==> src/rtl/core/vlw_pkg.sv <==
// Package for the video memory logic-op write engine.
// Holds the sequencer state type and the operation, mode and register codes.
// No dependencies.
`timescale 1ns / 1ps

package vlw_pkg;

	localparam int CURSOR_W   = 18;
	localparam int STEP_W     = 14;
	localparam int CFG_IDX_W  = 3;
	localparam int CFG_DATA_W = 16;

	typedef enum logic [1:0] {
		ST_IDLE,
		ST_ACCESS,
		ST_MODIFY
	} state_t;

	localparam logic [1:0] FUNC_DMA_WRITE   = 2'd0;
	localparam logic [1:0] FUNC_DMA_READ    = 2'd1;
	localparam logic [1:0] FUNC_FILL        = 2'd2;
	localparam logic [1:0] FUNC_LOAD_CURSOR = 2'd3;

	localparam logic [1:0] WM_REPLACE = 2'd0;
	localparam logic [1:0] WM_XOR     = 2'd1;
	localparam logic [1:0] WM_CLEAR   = 2'd2;
	localparam logic [1:0] WM_SET     = 2'd3;

	localparam logic [1:0] TT_ALTERNATE = 2'd0;
	localparam logic [1:0] TT_LOW_ONLY  = 2'd1;
	localparam logic [1:0] TT_HIGH_ONLY = 2'd2;
	localparam logic [1:0] TT_NONE      = 2'd3;

	localparam logic [CFG_IDX_W-1:0] REG_WRITE_MODE      = 3'd0;
	localparam logic [CFG_IDX_W-1:0] REG_TRANSFER_TYPE   = 3'd1;
	localparam logic [CFG_IDX_W-1:0] REG_MASK_LOW        = 3'd2;
	localparam logic [CFG_IDX_W-1:0] REG_MASK_HIGH       = 3'd3;
	localparam logic [CFG_IDX_W-1:0] REG_ADDRESS_STEP    = 3'd4;
	localparam logic [CFG_IDX_W-1:0] REG_DATA_WIDTH_MASK = 3'd5;

	localparam logic [7:0] BYTE_ALL_ONES = 8'hff;

endpackage

==> src/rtl/core/vlw_alu.sv <==
// Byte combine unit shared by every memory access of the engine.
// Applies the data-width mask to the memory byte and forms the write value.
// Depends on vlw_pkg.
`timescale 1ns / 1ps

module vlw_alu
	import vlw_pkg::*;
(
	input  logic [1:0] write_mode,
	input  logic [7:0] mem_byte,
	input  logic [7:0] width_mask,
	input  logic       in_range,
	input  logic [7:0] wdata,
	output logic [7:0] read_value,
	output logic [7:0] write_value
);

	always_comb begin
		if (in_range) begin
			read_value = (mem_byte & width_mask) | ~width_mask;
		end else begin
			read_value = BYTE_ALL_ONES;
		end
		case (write_mode)
			WM_REPLACE: write_value = wdata;
			WM_XOR:     write_value = read_value ^ wdata;
			WM_CLEAR:   write_value = read_value & ~wdata;
			default:    write_value = read_value | wdata;
		endcase
	end

endmodule
==> config.mk <==
export PLATFORM = sky130hd
export DESIGN_NAME = vlw_alu
export DESIGN_NICKNAME = d
export VERILOG_FILES = /design/src/rtl/core/vlw_pkg.sv /design/src/rtl/core/vlw_alu.sv
export SDC_FILE = /design/constraint.sdc
export NUM_CORES = 1
export LEC_CHECK = 0
export BUFFER_PORTS_ARGS = -buffer_cell sky130_fd_sc_hd__buf_2
export CAP_MARGIN = 20
export CELL_PAD_IN_SITES_DETAIL_PLACEMENT = 1
export CELL_PAD_IN_SITES_GLOBAL_PLACEMENT = 2
export CORE_UTILIZATION = 24
export DETAILED_ROUTE_END_ITERATION = 8
export GPL_ROUTABILITY_DRIVEN = 1
export MAX_ROUTING_LAYER = met4
export PLACE_DENSITY = 0.91
export SLEW_MARGIN = 40
export SYNTH_ARGS = -nofsm -noshare
export SYNTH_HDL_FRONTEND = slang
export SYNTH_SLANG_ARGS = --single-unit
export TNS_END_PERCENT = 5
==> constraint.sdc <==
create_clock -name vclk -period 6.1
set_input_delay 1.22 -clock vclk [all_inputs]
set_output_delay 1.22 -clock vclk [all_outputs]
set_load 0.005 [all_outputs]
==> flow_summary_export.csv, run 1 <==
group,metric,value,unit
routing,drc,0,
logic_synthesis,ys_warn_count,0,
power,max-vdd-ir-drop,0.0176,mV
layout,num-nets-final,154,
routing,via_per_inst,4.35,
layout,final_cell_mix,"buf_2, inv_1, ha_1",
grt,grt_usage,11.4,%
setup_path,critPathMaxFanout,8,
power,power_frac_clock,0,%
setup_path,arrival,2650,ps
die,ios,43,
setup_path,crit_type,"in -> out",
power,sequentialPowerShare,0,%
die,floorplan.rows,17,
setup_path,worstSetupEndpointType,"primary output",
layout,clkbuf_count,0,
sta,max_freq,259,MHz
die,die-height,51.7,um
grt,antenna_found_initial,0,
logic_synthesis,seq_area_frac_synth,0,%
power,intPower,25.4,uW
power,p_comb_share,100.0,%
placement,io_buffers,43,
sta,maxSlewViolCount,0,
routing,finalWirelength,1330,um
power,p_sw_share,41.9,%
flow_run,drv_cap,0,
routing,wl_per_cell,9.70,um
sta,final.min_clock_period,3870,ps
routing,num_vias,596,
power,p_switching,18.3,uW
sta,slew_headroom,81.8,%
layout,final_layout_size_suffix_gt1_share,48.6,%
power,leakage,0.499,nW
grt,grt_max_degree,9,
logic_synthesis,ys_types,9,
layout,diodes,0,
setup_path,required,4880,ps
placement,dp_hpwl,1240,um
layout,seq_cell_count,0,
routing,drtIter0Drc,2,
sta,rsz0062_at_grt,"no",
die,die_area,2670,um2
sta,fin_setup_tns,0,ps
clock_network,cts_resized,0,
layout,area_delta_synth_final,37.6,%
clock_network,post_cts_buffers,0,
outcome,outcome,"finished, final reports clean",
setup_path,startpoint_type,"primary input",
layout,seqCellArea,0,um2
routing,ant_nets,0,
clock_network,cts_hold_buf,0,
sta,finalHoldViolCount,0,
logic_synthesis,syn_inst,69,
routing,first_pass_iters,3,
logic_synthesis,syn_nets,112,
grt,grt_pass1_vias,619,
layout,layout_commonest_cell,"buf_2",
die,start_util,26.1,%
sta,setup_viol,0,
grt,overflow,0,
grt,grt_first_pass_wirelength,2310,um
placement,gp_congestion,0.568,
die,core_area,2280,um2
power,power_density,53.6,nW/um2
worst_hold_path,hold_path_class,"in -> out",
power,power.total,43.7,uW
logic_synthesis,syn_area_per_cell,8.60,um2
sta,tightest_slew,273,ps
sta,fin_crit_sh,63.4,%
die,die_x,51.7,um
logic_synthesis,syn_area,593,um2
## cells by family (layout without fill, tap and decap cells)
| logic type | after synthesis | count (layout) | share of synthesized area (%) |
|---|---|---|---|
| simple gates | 12 | 12 | 12.2 |
| fa+ha+maj | 16 | 16 | 33.8 |
| buf+inv | 33 | 73 | 23.6 |
| mux | 8 | 8 | 30.4 |
## per-layer routing
layer | wire length [um] | GRT usage (%) | part of all wire, %
met5 | 0 | - | 0
met4 | 0 | 0 | 0
met3 | 80 | 0 | 6.0
met2 | 722 | 26.2 | 54
met1 | 527 | 10.6 | 40
## synth_stat cells, drive strengths merged
master,instances,share of area (%)
or2,2,2.1
nand2,2,1.3
ha,16,34
mux4,8,30
nor2,2,1.3
buf,3,4.6
nand3b,6,7.6
inv,30,19
## worst max-delay path, stage by stage
cell and delay [ps]:
buf_2 170, nand2_1 90, or2_2 290, ha_1 270, inv_1 30, mux4_2 430, buf_2 140
## power groups by stage
stage	registers, mW	logic [mW]	clock network (mW)
CTS	0	0.0454	0
detailed placement	0	0.0452	0
floorplan	0	0.0263	0
finish	0	0.0437	0
global placement	0	0.0425	0
global route	0	0.0506	0
## metrics by stage
stage	hold slack (ps)	util [%]	setup slack [ps]	cell area (um2)	cells
final	2730	35.8	2230	816	137
after floorplan	2540	-	2420	593	69
after detailed placement	2730	35.8	2200	816	137
after global routing	2760	35.8	2130	816	137
after CTS	2730	35.8	2200	816	137
after global placement	2730	35.8	2240	816	137
## worst paths after layout
path              to  slack, ps  cells past startpoint        start
max   write_value[5]       2230                      7     in_range
min    read_value[5]       2730                      3  mem_byte[5]
## cell type report
cell class,count,area [um2]
Fill cell,293,1460
Inverter,30,113
Multi-Input combinational cell,36,453
Tap cell,28,35.0
Timing Repair Buffer,43,215
Power figures use the tool's default switching activity.
==> inputs of run 2 (changes only) <==
Settings changed: ABC_AREA from default to 1, CORE_UTILIZATION 24 to 21, PLACE_DENSITY 0.91 to 0.87.
Clock period 6.1 ns to 3.97 ns, I/O delays scaled along.
==> run 2 against run 1 <==
  * Worst hold slack got worse by 850 ps
  * Sequential share of layout area unchanged
  * First-iteration DRC count increased to 13 times the previous value
  * Area after synthesis increased by 12%
  * Synthesized cell count increased by 64%
  * Critical path depth increased by 2
  * Global-route usage increased by 0.90 points
  * Cell count increased by 43%
  * Power increased by 72%
  * Utilization decreased by 6.4 points
  * Combinational power increased by 72%
  * Count of clock-buffer cells in the layout unchanged
==> flow_summary_export.csv, run 2 <==
group,metric,value,unit
setup_path,crit_slowest_cell,"ha_1",
setup_path,path_cells,"buf_2, nand2_1, nor2_1, inv_1, ha_1, inv_1, nand2_1, nand4_1, buf_2",
logic_synthesis,post-synth-top-area-cell,"ha_1",
layout,seq_cell_count,0,
power,power.total,75.3,uW
logic_synthesis,ys_warn_count,0,
power,leakage,0.536,nW
power,max-vdd-ir-drop,0.0222,mV
sta,fin_crit_sh,67.2,%
sta,tightest_slew,425,ps
setup_path,worstSetupEndpointType,"primary output",
outcome,outcome,"finished, final reports clean",
sta,final.min_clock_period,2670,ps
die,floorplan.rows,20,
grt,grt_max_degree,19,
logic_synthesis,synth_common_cells,"inv_1, nand2_1, ha_1, nand3_1",
logic_synthesis,yosysTopAreaCellShare,30.2,%
routing,drtIter0Drc,26,
grt,grt_usage,12.3,%
logic_synthesis,synth_area_leaders,"ha_1, inv_1, nand2_1, nand3_1, nand4_1",
layout,diodes,0,
logic_synthesis,seq_area_frac_synth,0,%
setup_path,critPathMaxFanout,8,
die,die_area,3390,um2
routing,finalWirelength,1960,um
logic_synthesis,syn_nets,156,
layout,fill_cells,417,
flow_run,drv_cap,0,
layout,multi_input_area,482,um2
routing,via_per_inst,4.21,
layout,final_cells,196,
layout,num-nets-final,197,
grt,grt_first_pass_wirelength,3240,um
die,die-height,58.2,um
logic_synthesis,ys_types,12,
worst_hold_path,min_to,"read_value[2]",
setup_path,required,3180,ps
sta,setup_ws,1300,ps
sta,fin_setup_tns,0,ps
sta,maxSlewViolCount,0,
routing,num_vias,825,
power,power_density,84.5,nW/um2
layout,fin_util,29.4,%
worst_hold_path,hold_depth,4,
logic_synthesis,syn_inst,113,
clock_network,cts_resized,0,
worst_hold_path,hold_path_class,"in -> out",
setup_path,crit_type,"in -> out",
clock_network,cts_hold_buf,0,
placement,gp_congestion,0.693,
sta,slew_headroom,71.7,%
sta,finalHoldViolCount,0,
setup_path,startpoint,"in_range",
die,die_x,58.2,um
placement,pre_cts_ws,1260,ps
die,ios,43,
sta,max_freq,375,MHz
sta,rsz0062_at_grt,"no",
layout,final_layout_size_suffix_gt1_share,30.3,%
layout,clkbuf_count,0,
grt,antenna_found_initial,0,
sta,setup_viol,0,
routing,wl_per_cell,9.98,um
layout,seqCellArea,0,um2
logic_synthesis,syn_area,663,um2
worst_hold_path,hp-start,"mem_byte[2]",
setup_path,max_stage_delay,270,ps
setup_path,arrival,1870,ps
clock_network,post_cts_buffers,0,
logic_synthesis,yosysMostFrequentCell,"inv_1",
routing,drc,0,
layout,layout_commonest_cell,"buf_2",
routing,ant_nets,0,
layout,area_delta_synth_final,34.3,%
logic_synthesis,syn_area_per_cell,5.87,um2
grt,grt_pass1_vias,752,
die,start_util,21.9,%
die,core_area,3030,um2
setup_path,startpoint_type,"primary input",
layout,final_cell_mix,"buf_2, inv_1, nand2_1",
grt,overflow,0,
routing,first_pass_iters,4,
placement,dp.cells,196,
placement,dp_hpwl,1660,um
placement,io_buffers,43,
==> run 2: cell count changes after synthesis, moves of 2 or more <==
cell / delta
nand2_1: +22
or2_2: -2
nor2_1: +6
mux4_2: -8
nand3b_1: -6
inv_1: +4
nand3_1: +16
nand4_1: +8
==> run 2: where the power goes <==
group | internal (mW) | total (mW) | switching (mW)
clock network | 0 | 0 | 0
registers | 0 | 0 | 0
logic | 0.0335 | 0.0753 | 0.0418
==> run 2: cell families after synthesis <==
family                   count (synthesis)  share of synthesized area, %
adder cells (fa/ha/maj)                 16                          30.2
buffers and inverters                   39                          27.4
AND/OR/NAND/NOR                         58                          42.5
==> run 2: how the worst max path moves through the flow <==
stage / endpoint / slack (ps) / depth (start not counted)
3_3_place_gp: write_value[6] / 1350 / 9
5_1_grt: write_value[2] / 1190 / 9
2_1_floorplan: write_value[0] / 1580 / 8
3_5_place_dp: write_value[3] / 1260 / 9
6_report: write_value[3] / 1300 / 9
4_1_cts: write_value[3] / 1250 / 9
==> run 2: final cells by class <==
cell class	instances	share of cell area, %
inverter	35	15.6
multi-input combinational	74	54.1
tap	44	6.18
timing repair buffer	43	24.2
==> run 2: through the flow <==
stage | cell area, um2 | hold WS [ps]
after CTS | 891 | 1890
final | 891 | 1880
after detailed placement | 891 | 1880
after floorplan | 663 | 1690
after global routing | 891 | 1910
after global placement | 891 | 1870
==> run 2: worst max-delay path: cells and delay by family <==
kind / cells / cell delay [ps]
fa+ha+maj: 1 / 270
buf+inv: 4 / 450
simple gates: 4 / 360
==> run 2: per-layer routing <==
metal / vias to the layer above / track usage [%] / routed length (um)
met5: - / - / 0
met4: 0 / 0 / 0
met3: 0 / 0.223 / 79
met2: 24 / 24.1 / 1080
met1: 378 / 14.7 / 802
li1: 423 / - / -
==> inputs of run 3 (changes only) <==
Settings changed: CORE_UTILIZATION 21 to 19, PLACE_DENSITY 0.87 to 0.83.
Clock period 3.97 ns to 2.3 ns, I/O delays scaled along.
==> run 3 against run 2 <==
  * Critical path depth unchanged
  * Die area grew 10%
  * Power up 74%
  * Setup slack worse by 980 ps
  * Global-route usage grew 0.24 points
  * Sequential cell count did not move
  * Sequential share of layout area unchanged
  * Critical endpoint is now write_value[7]
  * Final area increased by 0.28%
  * Combinational power rose by 74%
==> flow_summary_export.csv, run 3 (same netlist as run 2, synthesis figures left out) <==
group,metric,value,unit
grt,grt_max_degree,19,
placement,gp_congestion,0.733,
routing,num_vias,819,
setup_path,max_stage_delay,270,ps
sta,tightest_slew,447,ps
routing,via_per_inst,4.14,
clock_network,cts_hold_buf,0,
setup_path,worstSetupEndpointType,"primary output",
layout,clkbuf_count,0,
setup_path,crit_type,"in -> out",
die,ios,43,
sta,fin_setup_tns,0,ps
routing,highest_layer,"met3",
die,core_area,3340,um2
setup_path,critPathMaxFanout,8,
worst_hold_path,hold_path_class,"in -> out",
outcome,outcome,"finished, final reports clean",
sta,rsz0062_at_grt,"no",
placement,io_buffers,43,
grt,grt_usage,12.5,%
layout,seq_cell_count,0,
sta,whs,1210,ps
routing,drc,0,
routing,wl_per_cell,10.8,um
power,leakage,0.536,nW
setup_path,required,1840,ps
layout,final_cell_mix,"buf_2, inv_1, nand2_1",
routing,m1WireLength,902,um
clock_network,cts_resized,0,
power,power_density,147,nW/um2
grt,antenna_found_initial,0,
sta,final.min_clock_period,1980,ps
routing,finalWirelength,2150,um
layout,layout_commonest_cell,"buf_2",
sta,slew_headroom,70.2,%
clock_network,post_cts_buffers,0,
routing,met2_length,1140,um
routing,first_pass_iters,4,
placement,dp_hpwl,1770,um
sta,max_freq,505,MHz
setup_path,startpoint_type,"primary input",
setup_path,arrival,1520,ps
layout,final_layout_size_suffix_gt1_share,30.3,%
setup_path,crit_slowest_cell,"ha_1",
setup_path,startpoint,"in_range",
sta,maxSlewViolCount,0,
layout,multi_input_area,482,um2
grt,overflow,0,
flow_run,drv_cap,0,
die,die_area,3730,um2
die,floorplan.rows,21,
grt,grt_pass1_vias,834,
worst_hold_path,hp-start,"mem_byte[3]",
die,start_util,19.9,%
layout,fill_cells,460,
layout,seqCellArea,0,um2
sta,fin_crit_sh,86.1,%
sta,finalHoldViolCount,0,
layout,area_delta_synth_final,34.7,%
setup_path,path_cells,"buf_2, nand2_1, nor2_1, inv_1, ha_1, inv_1, nand2_1, nand4_1, buf_2",
die,die-height,61.1,um
layout,num-nets-final,197,
routing,drtIter0Drc,34,
routing,ant_nets,0,
power,max-vdd-ir-drop,0.0370,mV
sta,setup_viol,0,
routing,routed-wl-met3,106,um
layout,diodes,0,
grt,grt_first_pass_wirelength,3480,um
die,die_x,61.1,um
==> run 3: cell counts in the layout (fill, tap and decap cells not counted) <==
Identical to the previous run, type by type.
==> run 3: final timing paths <==
kind,endpoint,slack [ps],cells past startpoint
setup / recovery,write_value[7],320,9
hold / removal,read_value[3],1210,4
==> run 3: area by class of cell <==
cell class | instances | share of cell area (%)
Multi-Input combinational cell | 74 | 53.9
Timing Repair Buffer | 43 | 24.1
Inverter | 35 | 15.5
Tap cell | 46 | 6.44
==> run 3: power by group <==
group / internal (mW) / total [mW] / switching, mW / leakage [nW]
registers: 0 / 0 / 0 / 0
logic: 0.0578 / 0.131 / 0.0735 / 0.536
clock network: 0 / 0 / 0 / 0
total: 0.0578 / 0.131 / 0.0735 / 0.536
==> run 3: stage by stage <==
stage                     instance area [um2]  instances  setup slack [ps]  util [%]  total power, mW
after floorplan                           663        113               577         -           0.0785
after global placement                    893        198               371      26.8            0.127
after detailed placement                  893        198               278      26.8            0.135
after CTS                                 893        198               272      26.8            0.136
after global routing                      893        198               174      26.8            0.153
final                                     893        198               320      26.8            0.131
==> run 3: per-layer routing <==
layer,GRT usage [%],vias up
met5,-,-
met4,0,0
met3,0.210,0
met2,24.7,30
met1,14.9,365
li1,-,424
==> run 3: critical path, delay by kind of cell <==
kind / cells / cell delay (ps)
adders and majority gates: 1 / 270
buffers and inverters: 4 / 440
and+or+nand+nor: 4 / 340
